## src/rtl/lsh_pkg.sv

```systemverilog
`timescale 1ns / 1ps
// Shared types and constants for the 3x3 cross sharpening filter.
// No dependencies; every other file in rtl/ imports this package.
package lsh_pkg;

    localparam int PIX_W       = 8;
    localparam int ROW_W       = 12;
    localparam int COL_W       = 11;
    localparam int FW_W        = 12;
    localparam int FH_W        = 13;
    localparam int CFG_DATA_W  = 13;
    localparam int CFG_IDX_W   = 1;
    localparam int OUT_DATA_W  = 32;
    localparam int MIN_DIM     = 3;
    localparam int H_MAX       = 4096;
    localparam int PIX_MAX     = 255;
    localparam int KERNEL_GAIN = 5;
    localparam int QUEUE_DEPTH = 4;
    localparam int QPTR_W      = $clog2(QUEUE_DEPTH);
    localparam int QCNT_W      = $clog2(QUEUE_DEPTH + 1);

    localparam logic [FW_W-1:0] FRAME_WIDTH_RST  = 12'd640;
    localparam logic [FH_W-1:0] FRAME_HEIGHT_RST = 13'd480;

    // Configuration register indexes
    localparam logic [CFG_IDX_W-1:0] CFG_FRAME_WIDTH  = 1'b0;
    localparam logic [CFG_IDX_W-1:0] CFG_FRAME_HEIGHT = 1'b1;

    // One classified pixel, handed from the line-store front to the kernel back end
    typedef struct packed {
        logic [PIX_W-1:0] centre;
        logic [PIX_W-1:0] left;
        logic [PIX_W-1:0] right;
        logic [PIX_W-1:0] up;
        logic [PIX_W-1:0] pix;
        logic [ROW_W-1:0] row;      // row of the incoming pixel
        logic [COL_W-1:0] col;
        logic             border;   // result for row-1 is a border pixel
        logic             two;      // last row: a second, zero result follows
        logic             last_col;
    } t_item;

endpackage

```

## src/rtl/lsh_queue.sv

```systemverilog
`timescale 1ns / 1ps
// Short queue of classified pixels between the front end and the back end.
// Depends on lsh_pkg.
module lsh_queue import lsh_pkg::*; (
    input  logic  i_clk,
    input  logic  i_rst_n,
    input  logic  i_push,
    input  t_item i_item,
    output logic  o_full,
    input  logic  i_pop,
    output logic  o_valid,
    output t_item o_item
);

    t_item             r_entry [QUEUE_DEPTH];
    logic [QPTR_W-1:0] r_wr_ptr, n_wr_ptr;
    logic [QPTR_W-1:0] r_rd_ptr, n_rd_ptr;
    logic [QCNT_W-1:0] r_count, n_count;

    assign o_full  = r_count == QCNT_W'(QUEUE_DEPTH);
    assign o_valid = r_count != '0;
    assign o_item  = r_entry[r_rd_ptr];

    always_comb begin
        n_wr_ptr = i_push ? r_wr_ptr + QPTR_W'(1) : r_wr_ptr;
        n_rd_ptr = i_pop ? r_rd_ptr + QPTR_W'(1) : r_rd_ptr;
        n_count  = r_count;
        if (i_push && !i_pop) begin
            n_count = r_count + QCNT_W'(1);
        end else if (!i_push && i_pop) begin
            n_count = r_count - QCNT_W'(1);
        end
    end

    always_ff @(posedge i_clk) begin
        if (!i_rst_n) begin
            r_wr_ptr <= '0;
            r_rd_ptr <= '0;
            r_count  <= '0;
        end else begin
            r_wr_ptr <= n_wr_ptr;
            r_rd_ptr <= n_rd_ptr;
            r_count  <= n_count;
        end
    end

    always_ff @(posedge i_clk) begin
        if (i_push) begin
            r_entry[r_wr_ptr] <= i_item;
        end
    end

endmodule

```

## config.mk

```make
export PLATFORM = sky130hd
export DESIGN_NAME = lsh_queue
export DESIGN_NICKNAME = d
export VERILOG_FILES = /design/src/rtl/lsh_pkg.sv /design/src/rtl/lsh_queue.sv
export SDC_FILE = /design/constraint.sdc
export NUM_CORES = 1
export LEC_CHECK = 0
export BUFFER_PORTS_ARGS = -buffer_cell sky130_fd_sc_hd__buf_2
export CAP_MARGIN = 20
export CORE_AREA = 2 2 145 147
export DETAILED_ROUTE_END_ITERATION = 12
export DIE_AREA = 0 0 147 149
export GPL_TIMING_DRIVEN = 1
export MAX_ROUTING_LAYER = met4
export PLACE_DENSITY = 0.78
export SLEW_MARGIN = 10
export SYNTH_ARGS = -nofsm -noshare
export SYNTH_HDL_FRONTEND = slang
export SYNTH_SLANG_ARGS = --single-unit
```

## constraint.sdc

```tcl
create_clock -name i_clk -period 6.33 [get_ports i_clk]
set_clock_uncertainty 0.15 [all_clocks]
set_input_delay 0.9495 -clock i_clk [delete_from_list [all_inputs] [get_ports i_clk]]
set_output_delay 0.9495 -clock i_clk [all_outputs]
set_load 0.05 [all_outputs]
```

Word level (Yosys, flattened, before mapping)
Memory sizes are Yosys's and may differ from the RTL's. A register that Yosys moved wholly into a read port is not among the register bits.
Cells that the tools add are included.
{ "totals": {"ram_bits": 264, "word_cells": 21, "inputBits": 70, "memories": 1, "output_inout_bits": 68, "romBits": 0, "regBits": 7, "latchBits": 0} }
{ "memory_table": {"columns": ["memory", "words", "word_bits", "read_ports", "rd_ports_with_merged_regs", "write_ports", "line_no", "text"], "rows": [
  ["r_entry", 4, 66, 1, 1, 1, "lsh_queue.sv:15", "t_item r_entry [QUEUE_DEPTH];"]
]} }
{ "op_classes": {"div_mod_pow": 0, "n_bitwise": 0, "eq_ne": 1, "mul": 0, "n_mux": 6, "shifts": 0, "order_cmp": 0, "n_reduce_logical": 6, "addsub": 4} }
{ "op_table": {"columns": ["op", "count"], "rows": [
  ["$mux 3", 2],
  ["$add 2x1->2 const B", 2],
  ["$mux 2", 2],
  ["$add 3x1->3 const B", 1],
  ["$eq 3x3->1 const B", 1],
  ["$reduce_bool 3->1", 1],
  ["$sub 3x1->3 const B", 1],
  ["$logic_and 1x1->1", 2],
  ["$logic_not 1->1", 2],
  ["$mux 1", 2],
  ["$reduce_bool 2->1", 1]
]} }

Depth between registers and ports, before layout
{ "logic_depth": {"depth_word": 4, "ltp_mapped": 7, "depth_no_buf": 7} }

Least setup slack after synthesis
OpenSTA, ideal clock, no wires.
{ "synth_path": {"path_type": "input -> register", "from": "input i_push", "to": "memory r_entry[0][0] (netlist bit) (enable)", "arrival_time_ns": 2.501, "t_required_ns": 5.749, "stages": 1, "setup_slack_ns": 3.249, "path_cell_list": "and2_1"} }
{ "synth_between": {"elab_chain_cells": 2} }
{ "synth_lines": {"columns": ["item", "line_no", "text"], "rows": [
  ["from (decl)", "lsh_queue.sv:7", "input logic i_push,"],
  ["$mux 1", "lsh_queue.sv:48", "if (i_push) begin"],
  ["$mux 1 (implied by the code)", "lsh_queue.sv:49", "r_entry[r_wr_ptr] <= i_item;"],
  ["to (decl)", "lsh_queue.sv:15", null]
]} }
Every way passes these cells.

==> metrics <==
outcome completed; max_cap viols 0; CTS Sinks around 270; initial core utilization 0.485; DRC 0; CP Capture Type primary output; cts hold-fix bufs 0; max-slew violation count 0; most frequent cells in the layout 264 x edfxtp_1, 137 x buf_2, 66 x mux4_2, 29 x clkbuf_16, 7 x dfxtp_1; final WL between 15,000 and 20,000 um; WS Path Type register to primary output; initial antenna violation count 1; die area ~0.022 mm^2; CTS H-tree depth 1; # rows 53; number of global-route vias before repair 4,924; RSZ-0062 raised after global routing no; register area share after synthesis 0.814; Max IR drop VDD 0.284 mV; Leak 4.01 nW; largest cells by area after synthesis edfxtp_1 80%, mux4_2 15%, dfxtp_1 1.8%; largest area contributor in the netlist edfxtp_1; Fillers 1,499; Mapped Cells 387; RR Startpoint r_wr_ptr[0]; Pwr Density 369 mW/mm^2; Skew-Pair Late Insertion Delay about 0.52 ns; Setup Buffers After CTS 0; Initial DRT Pass Iterations 4; post-synth top area share 0.796; hold crit path type register to register; mean number of vias per cell 5.33; synthesized flop and latch total approximately 270; startpoint types register; fraction of the cycle the final worst path needs 0.624; fin crit period approximately 3.9 ns; reg-to-reg endpoint r_entry[3][7]; Synth Warn # 0; slew margin rel. 0.298; Setup TNS 0 ns; total vias in the final route around 4,500; total CTS buffers 28; worst hold path endpoint r_count[2]; non-filler cells, final between 800 and 900; placed insts 786; final worst setup slack 2.38 ns; estimated wirelength of the detail-placed design 9870 um; Port Buffers 137; Tot GR Track Use 0.164; core region area about 0.021 mm^2; fin nets 617; Hold Crit Depth 2; met3 WL post-DR 1100 um; Reg clk slew, reported paths 0.06 ns; Syn Nets 463; first-pass GRT wire length 26,700 um; metal2 WL 9000 um; Synth Area per Inst between 20 and 30 um^2; WL met1 between 6000 and 7000 um; Final ANT Viol Nets 0; worst slack, placed about 2.8 ns; grt ovf 0; Placer Congestion 0.689; Layout area overhead 19.4%; Routed wire per std cell slightly above 20 um; Mapped Area 0.00996 mm^2; Yosys cell types 20; highest routed metal layer met4; Hold Violations, Final 0; R2R setup slack 4.30 ns; maximum root-to-sink buffer count 3; Req. time, crit path 5.23 ns; Worst-Margin Slew 1.05 ns; Resized Gates After CTS 0; initial drt markers 295; Worst R2R Path Depth 2; HP Start r_count[2]; share of post-route cells with drive strength above 1 0.449; crit-path max FO 42; Die Width approximately 150 um; CTS Root Cell clkbuf_16; TritonCTS clock tree yes; final setup fails 0; IO Count 138; most common cell after layout, fill and taps aside edfxtp_1; largest net degree at the start of global routing 67; critical path arrival between 2 and 3 ns; FMAX roughly 0.25 GHz; Die H around 150 um
## logic make-up after synthesis
logic type | after synthesis | share of synthesized area
AND/OR/NAND/NOR | 15 | 0.00929
buffers and inverters | 18 | 0.0119
multiplexers | 68 | 0.151
AO/OA/AOI/OAI | 2 | 0.00126
XOR/XNOR | 5 | 0.00440
flip-flops | 273 | 0.814
adder cells (fa/ha/maj) | 6 | 0.00829
## cell type report
class	instances	area, um^2	share of cell area
sequential	273	8120	0.682
inverter	4	15.0	0.00126
multi-input combinational	96	1750	0.147
antenna	1	2.50	0.000210
clock buffer	32	737	0.0619
tap	275	344	0.0289
clock inverter	18	241	0.0203
timing repair buffer	138	693	0.0583
## report_power, final
group / internal (mW) / switching (mW) / total (mW)
Combinational: 0.170 / 0.377 / 0.547
Sequential: 2.08 / 0.0525 / 2.13
Clock: 1.07 / 0.643 / 1.72
Total: 3.32 / 1.07 / 4.39
## flip-flops by register name, summed over array words and instances, names as in the netlist, named ones only
name      cells
r_count       3
r_wr_ptr      2
r_entry     264
r_rd_ptr      2
## metal layers
| layer | GRT usage | up-vias |
|---|---|---|
| met5 | - | - |
| met4 | 0.0394 | 0 |
| met3 | 0.0346 | 32 |
| met2 | 0.285 | 143 |
| met1 | 0.201 | 2324 |
| li1 | - | 1959 |
## synth_stat cells, drive strengths merged
cell type,count
dfxtp,9
mux2i,2
a21boi,1
clkbuf,2
ha,5
nor3b,1
inv,4
mux4,66
o21ai,1
buf,12
xnor2,2
or3,2
edfxtp,264
fa,1
nor2b,2
and2,9
nand2,1
xor2,3
## critical path, stage by stage, from the launching register on
cell	delay (ns)
dfxtp_4	0.92
buf_4	0.56
mux4_2	0.59
buf_2	0.23
## worst max path at each step
stage               depth (start not counted)  startpoint             to
floorplan                                   1      i_push  r_entry[0][0]
global placement                            3    register     o_item[32]
detailed placement                          3    register     o_item[52]
CTS                                         3    register     o_item[52]
global route                                3    register     o_item[52]
finish                                      3    register     o_item[52]
## stage by stage
| stage | power, mW | cell area, um^2 | hold WS (ns) | utilization |
|---|---|---|---|---|
| final | 4.39 | 11900 | 0.366 | 0.579 |
| after global routing | 4.53 | 11900 | 0.419 | 0.579 |
| after CTS | 4.43 | 11900 | 0.372 | 0.579 |
| after detailed placement | 2.72 | 10900 | 0.364 | 0.531 |
| after global placement | 2.71 | 10900 | 0.327 | 0.531 |
| after floorplan | 2.58 | 9960 | 0.317 | - |
Power figures use the tool's default switching activity.
