### src/rtl/lsh_pkg.sv
`timescale 1ns / 1ps
// Shared types and constants for the 3x3 cross sharpening filter.
// No dependencies; every other file in rtl/ imports this package.
package lsh_pkg;

    localparam int PIX_W       = 8;
    localparam int ROW_W       = 12;
    localparam int COL_W       = 11;
    localparam int FW_W        = 12;
    localparam int FH_W        = 13;
    localparam int CFG_DATA_W  = 13;
    localparam int CFG_IDX_W   = 1;
    localparam int OUT_DATA_W  = 32;
    localparam int MIN_DIM     = 3;
    localparam int H_MAX       = 4096;
    localparam int PIX_MAX     = 255;
    localparam int KERNEL_GAIN = 5;
    localparam int QUEUE_DEPTH = 4;
    localparam int QPTR_W      = $clog2(QUEUE_DEPTH);
    localparam int QCNT_W      = $clog2(QUEUE_DEPTH + 1);

    localparam logic [FW_W-1:0] FRAME_WIDTH_RST  = 12'd640;
    localparam logic [FH_W-1:0] FRAME_HEIGHT_RST = 13'd480;

    // Configuration register indexes
    localparam logic [CFG_IDX_W-1:0] CFG_FRAME_WIDTH  = 1'b0;
    localparam logic [CFG_IDX_W-1:0] CFG_FRAME_HEIGHT = 1'b1;

    // One classified pixel, handed from the line-store front to the kernel back end
    typedef struct packed {
        logic [PIX_W-1:0] centre;
        logic [PIX_W-1:0] left;
        logic [PIX_W-1:0] right;
        logic [PIX_W-1:0] up;
        logic [PIX_W-1:0] pix;
        logic [ROW_W-1:0] row;      // row of the incoming pixel
        logic [COL_W-1:0] col;
        logic             border;   // result for row-1 is a border pixel
        logic             two;      // last row: a second, zero result follows
        logic             last_col;
    } t_item;

endpackage

### src/rtl/lsh_back.sv
`timescale 1ns / 1ps
// Back end: kernel arithmetic, saturation, border zeroing and the output
// register; expands last-row pixels into two results. Depends on lsh_pkg.
module lsh_back import lsh_pkg::*; (
    input  logic             i_clk,
    input  logic             i_rst_n,
    input  logic             i_valid,
    input  t_item            i_item,
    output logic             o_pop,
    output logic             o_valid,
    input  logic             i_ready,
    output logic [PIX_W-1:0] o_value,
    output logic [ROW_W-1:0] o_row,
    output logic [COL_W-1:0] o_col,
    output logic             o_last
);

    logic [PIX_W+2:0]        gain_c;
    logic [PIX_W+1:0]        nb_sum;
    logic signed [PIX_W+3:0] diff;
    logic [PIX_W-1:0]        sharp;

    logic             load;
    logic             r_valid, n_valid;
    logic             r_phase, n_phase;
    logic [PIX_W-1:0] r_value, n_value;
    logic [ROW_W-1:0] r_row, n_row;
    logic [COL_W-1:0] r_col;
    logic             r_last, n_last;

    always_comb begin
        gain_c = (PIX_W+3)'(i_item.centre) * (PIX_W+3)'(KERNEL_GAIN);
        nb_sum = (PIX_W+2)'(i_item.left) + (PIX_W+2)'(i_item.right)
               + (PIX_W+2)'(i_item.up) + (PIX_W+2)'(i_item.pix);
        diff   = signed'((PIX_W+4)'(gain_c) - (PIX_W+4)'(nb_sum));
        if (diff < 0) begin
            sharp = '0;
        end else if (diff > (PIX_W+4)'(PIX_MAX)) begin
            sharp = PIX_W'(PIX_MAX);
        end else begin
            sharp = diff[PIX_W-1:0];
        end
    end

    assign load  = i_valid && (!r_valid || i_ready);
    assign o_pop = load && (r_phase || !i_item.two);

    always_comb begin
        n_valid = r_valid;
        n_phase = r_phase;
        n_value = r_value;
        n_row   = r_row;
        n_last  = r_last;
        if (r_valid && i_ready) begin
            n_valid = 1'b0;
        end
        if (load) begin
            n_valid = 1'b1;
            if (r_phase) begin
                // zero border result of the last row itself
                n_value = '0;
                n_row   = i_item.row;
                n_last  = i_item.last_col;
                n_phase = 1'b0;
            end else begin
                n_value = i_item.border ? '0 : sharp;
                n_row   = i_item.row - ROW_W'(1);
                n_last  = 1'b0;
                n_phase = i_item.two;
            end
        end
    end

    always_ff @(posedge i_clk) begin
        if (!i_rst_n) begin
            r_valid <= 1'b0;
            r_phase <= 1'b0;
        end else begin
            r_valid <= n_valid;
            r_phase <= n_phase;
        end
    end

    always_ff @(posedge i_clk) begin
        r_value <= n_value;
        r_row   <= n_row;
        r_last  <= n_last;
        if (load) begin
            r_col <= i_item.col;
        end
    end

    assign o_valid = r_valid;
    assign o_value = r_value;
    assign o_row   = r_row;
    assign o_col   = r_col;
    assign o_last  = r_last;

endmodule

### config.mk
export PLATFORM = sky130hd
export DESIGN_NAME = lsh_back
export DESIGN_NICKNAME = d
export VERILOG_FILES = /design/src/rtl/lsh_pkg.sv /design/src/rtl/lsh_back.sv
export SDC_FILE = /design/constraint.sdc
export NUM_CORES = 1
export LEC_CHECK = 0
export BUFFER_PORTS_ARGS = -buffer_cell sky130_fd_sc_hd__buf_2
export CORE_ASPECT_RATIO = 2
export CORE_MARGIN = 10
export CORE_UTILIZATION = 45
export CTS_BUF_LIST = sky130_fd_sc_hd__clkbuf_8
export DETAILED_ROUTE_END_ITERATION = 8
export GPL_TIMING_DRIVEN = 0
export PLACE_DENSITY = 0.83
export SYNTH_ARGS = -nofsm -noshare
export SYNTH_HDL_FRONTEND = slang
export SYNTH_SLANG_ARGS = --single-unit
### constraint.sdc
create_clock -name i_clk -period 5.3 [get_ports i_clk]
set_clock_uncertainty 0.1 [all_clocks]
set_input_delay 0.795 -clock i_clk [delete_from_list [all_inputs] [get_ports i_clk]]
set_output_delay 0.795 -clock i_clk [all_outputs]
set_load 0.01 [all_outputs]
# Yosys cells after proc, flatten, opt, wreduce, memory -nomap -nowiden
# Cells that the tools add are included.
[op_classes]
n_eq_ne = 0
n_mux = 5
n_div = 0
shifts = 0
reduce_logical = 9
bitwise = 0
multipliers = 1
add_sub_neg = 5
magnitude_cmp = 2
[ops]
columns = ["operator", "n"]
rows = [
  ["12-bit by 9-bit greater-than comparator with 1-bit output (second input constant)", 1],
  ["12-bit by 1-bit < comparator with 1-bit output (second input constant)", 1],
  ["12-bit 2-to-1 mux", 1],
  ["11-bit by 10-bit subtractor with 12-bit output", 1],
  ["12-bit by 1-bit subtractor with 12-bit output (second input constant)", 1],
  ["8-bit by 3-bit multiplier with 11-bit output (second input constant)", 1],
  ["10-bit by 8-bit adder with 10-bit output", 1],
  ["9-bit by 8-bit adder with 10-bit output", 1],
  ["8-bit by 8-bit adder with 9-bit output", 1],
  ["8-bit 2-to-1 mux", 1],
  ["1-bit logical AND", 3],
  ["1-bit 2-to-1 mux", 3],
  ["3-bit OR reduction", 1],
  ["1-bit logical NOT", 2],
  ["1-bit logical OR", 2],
  ["2-bit nonzero test", 1],
]
[word_totals]
rom_bits = 0
inputBits = 70
mem_bits_rw = 0
n_memories = 0
register_bits = 34
latchBits = 0
out_inout_bits = 34

# Longest topological paths before layout
[depth]
ltp_word = 6
mapped_depth = 16
mapped_depth_nobuf = 16

# Least setup slack after synthesis
# No wires, ideal clock.
[synth_path]
path_kind = "input to register"
from = "input port i_item[27] in the netlist's numbering"
to = "register r_value[3], in the netlist o_value[3] (data pin)"
stages = 16
arrival_ns = 4.374
slack_ns = 0.572
setup_ns = 0.254
required_ns = 4.946
cell_sequence = "inv_1 > fa_1 > inv_1 > fa_1 > inv_1 > ha_1 > inv_1 > fa_1 > inv_1 > ha_1 > fa_1 > a211oi_2 > o21ai_1 > a211oi_2 > o221ai_4 > o21a_1"
[synth_via]
elab_chain_cells = 4
elab_cells_between_ends = 6
classes_between = "add/sub: 2; order compare: 2; mux: 1; reduce/logical: 1"
[synth_lines]
columns = ["element", "line", "rtl"]
rows = [
  ["start, declared", "lsh_back.sv:8", "input t_item i_item,"],
  ["10-bit by 8-bit adder with 10-bit output *", "lsh_back.sv:34", "+ (PIX_W+2)'(i_item.up) + (PIX_W+2)'(i_item.pix);"],
  ["11-bit by 10-bit subtractor with 12-bit output *", "lsh_back.sv:35", "diff = signed'((PIX_W+4)'(gain_c) - (PIX_W+4)'(nb_sum));"],
  ["12-bit by 1-bit < comparator with 1-bit output / 12-bit by 9-bit greater-than comparator with 1-bit output (equally long branches)", "lsh_back.sv:36, lsh_back.sv:38", ""],
  ["3-bit OR reduction (no source line) / 8-bit 2-to-1 mux (equally long branches)", "n/a", ""],
  ["end signal, assigned", "lsh_back.sv:85", "r_value <= n_value;"],
  ["end, declared", "lsh_back.sv:26", "logic [PIX_W-1:0] r_value, n_value;"],
]
# Every way passes the cells marked *; elsewhere a longest branch is shown, timed or not.
# A chain may end at the register's enable or synchronous reset.

# Worst setup path after layout
# Same ends and word-level chain as after synthesis.

==> flow_summary.json <==
{
  "fin_crit_sh_pct": 89.3,
  "cp-end-kind": "flip-flop",
  "synthMuxAreaShare_pct": 0.674,
  "ir_drop_v": 0.000234,
  "syn_to_final_growth_pct": 23.7,
  "relSlewSlack_pct": 26.0,
  "dp_cells": 460,
  "avgSynthCellArea_um2": 11.0,
  "synth_cell_types": 44,
  "wirelength_um": 6130,
  "worst_pin_slew_ns": 1.11,
  "wl_per_cell_um": 13.1,
  "yosysMostFrequentCell": "inv_1",
  "gr-total-overflow": 0,
  "synthTopCellsByArea": "edfxtp_1 (32%), fa_1 (20%), inv_1 (11%)",
  "detail_route.iter0.violations": 82,
  "synth_xor_area_share_pct": 4.42,
  "dp_hpwl_um": 5610,
  "antennaDiodeCount": 0,
  "synth_top_family_by_area": "adder cells",
  "portBuffers": 103,
  "drc": 0,
  "drive_gt1_share_pct": 33.2,
  "fin_tns_setup_ns": 0,
  "ys_seq_area_share_pct": 33.7,
  "cap_violations": 0,
  "ant_nets": 0,
  "ios": 104,
  "slew_violations": 0,
  "cts_max_level": 2,
  "cts.path.max_buffers": 2,
  "fmax_mhz": 211,
  "synthTopCellsByCount": "inv_1 (89), edfxtp_1 (32), fa_1 (30), ha_1 (24), o21a_1 (10)",
  "cp.arrival_ns": 4.67,
  "grt_pass1_vias": 2382,
  "r2r_slack_ns": 3.36,
  "cts_tree": "built",
  "antenna_found_initial": 0,
  "synth_top_cell_area_share_pct": 32.4,
  "synth_ff_type": "edfxtp_1",
  "cp-start-kind": "primary input",
  "die_height_um": 135,
  "grt_max_degree": 33,
  "synth-async-reset-ratio_pct": 0,
  "required_ns": 5.23,
  "initial_core_util_pct": 46.7,
  "synth-compound-area-share_pct": 11.5,
  "cp_max_fo": 8,
  "cts.repair.resized": 0,
  "hold_violations": 0,
  "syn-num-nets": 395,
  "rsz0062_at_grt": "false",
  "netlist_area_um2": 2970,
  "grt_use_total_pct": 12.2,
  "holdPathStages": 2,
  "dr.pass1.iters": 4,
  "die_x_um": 77.4,
  "clkTransAtPathRegs_ns": 0.06,
  "min_period_ns": 4.73,
  "p_leak_uw": 0.00191,
  "numCtsBuffers": 5,
  "ff2ff_path_depth": 3,
  "root_buffer": "clkbuf_8",
  "grt_pass1_wl_um": 10300,
  "layout.nets": 505,
  "num_rows": 41,
  "cts_sinks": 34,
  "setup_viol": 0,
  "clk_latency_ns": 0.28,
  "yosys.area.top_type": "edfxtp_1",
  "ys_warn_count": 0,
  "postCtsSetupRepairBufs": 0,
  "synth-adder-area-share_pct": 30.3,
  "holdBufCountCts": 0,
  "via_per_inst": 4.67,
  "hp-class": "flip-flop to flip-flop",
  "synth-edff-count": 32,
  "ys_seq_elements": 34,
  "power_density_nw_per_um2": 404,
  "gp_congestion": 0.817,
  "status": "finished, final reports clean",
  "die_area_um2": 10400,
  "final_cells": 468,
  "setup.worst_path.class": "primary input to flip-flop",
  "synthCells": 271,
  "yosys.area_share.simple_pct": 7.67,
  "vias": 2187,
  "core_area_um2": 6360
}
==> through the flow <==
| step | worst slack, ns | hold WS (ns) | utilization [%] | total power, uW | instance area (um2) |
|---|---|---|---|---|---|
| finish | 0.566 | 0.539 | 57.7 | 1480 | 3670 |
| global route | 0.320 | 0.568 | 57.7 | 1640 | 3670 |
| CTS | 0.544 | 0.544 | 57.7 | 1500 | 3670 |
| detailed placement | 0.257 | 0.522 | 56.5 | 1320 | 3590 |
| global placement | 0.347 | 0.483 | 56.5 | 1280 | 3590 |
| floorplan | 0.572 | 0.523 | - | 1110 | 2970 |
==> worst max-delay path, cell delays in order <==
cell and delay, ns:
buf_2 0.08, inv_1 0.05, fa_1 0.52, inv_1 0.05, fa_1 0.50, inv_1 0.04
ha_1 0.26, inv_1 0.04, fa_1 0.47, inv_1 0.04, ha_1 0.22, fa_1 0.44
a211oi_2 0.29, o21ai_1 0.14, a211oi_2 0.32, o221ai_4 0.18, o21a_1 0.22
==> worst paths after layout <==
path	endpoint	startpoint
worst max-delay path	o_value[3]$_SDFFCE_PP0P_	i_item[27]
worst min register to register	o_valid$_SDFFE_PN0P_	o_valid$_SDFFE_PN0P_
worst min-delay path	o_valid$_SDFFE_PN0P_	o_valid$_SDFFE_PN0P_
worst max register to register	o_col[7]$_DFFE_PP_	o_valid$_SDFFE_PN0P_
==> registers in the layout (all words and copies together), names as in the netlist <==
signal and flops:
o_col 11, o_last 1, o_row 12, o_valid 1, o_value 8, r_phase 1
==> area by class of cell <==
type,count,area [um2]
inverter,89,334
tap,86,108
clock buffer,5,68.8
clock inverter,3,12.5
sequential,34,1000
fill,559,2690
multi-input combinational,147,1620
buffer,1,11.3
timing repair buffer,103,515
==> power breakdown <==
group | internal, uW | switching [uW]
sequential | 336 | 5.75
combinational | 420 | 549
clock | 88.1 | 83.7
total | 844 | 639
==> cells in the final DEF (no fill, tap or decap), drive strengths merged <==
cell type,netlist,final
fa,30,30
and2,4,4
o221ai,1,1
nor3,4,4
o21ai,4,4
nand2,5,5
nor2,5,5
nand3b,2,2
buf,1,104
and2b,1,1
dfxtp,2,2
xnor2,6,6
and4,1,1
or3,2,2
xor2,9,9
nor4b,1,1
clkinv,0,2
a21oi,8,8
a211oi,5,5
nor4,2,2
a22o,1,1
clkbuf,0,5
nor2b,3,3
ha,24,24
a21o,4,4
o211ai,6,6
mux2i,2,2
or4,1,1
or2,1,1
inv,89,90
o21a,10,10
o211a,1,1
a31oi,1,1
nand2b,2,2
edfxtp,32,32
a211o,1,1
==> cell families (layout without fill, tap and decap cells) <==
family,count (synthesis),count (layout)
multiplexers,2,2
flip-flops,34,34
adder cells (fa/ha/maj),54,54
XOR/XNOR,15,15
buffers and inverters,90,201
AND/OR/NAND/NOR,34,34
AO/OA/AOI/OAI,42,42
==> per-layer routing <==
metal / track usage [%] / up-vias / share of wire, %
met2: 24.0 / 78 / 57
met4: 6.73 / 0 / 2.9
li1: - / 1082 / -
met5: 0 / - / 0
met3: 2.46 / 11 / 5.8
met1: 10.8 / 1016 / 34
Power figures use the tool's default switching activity.
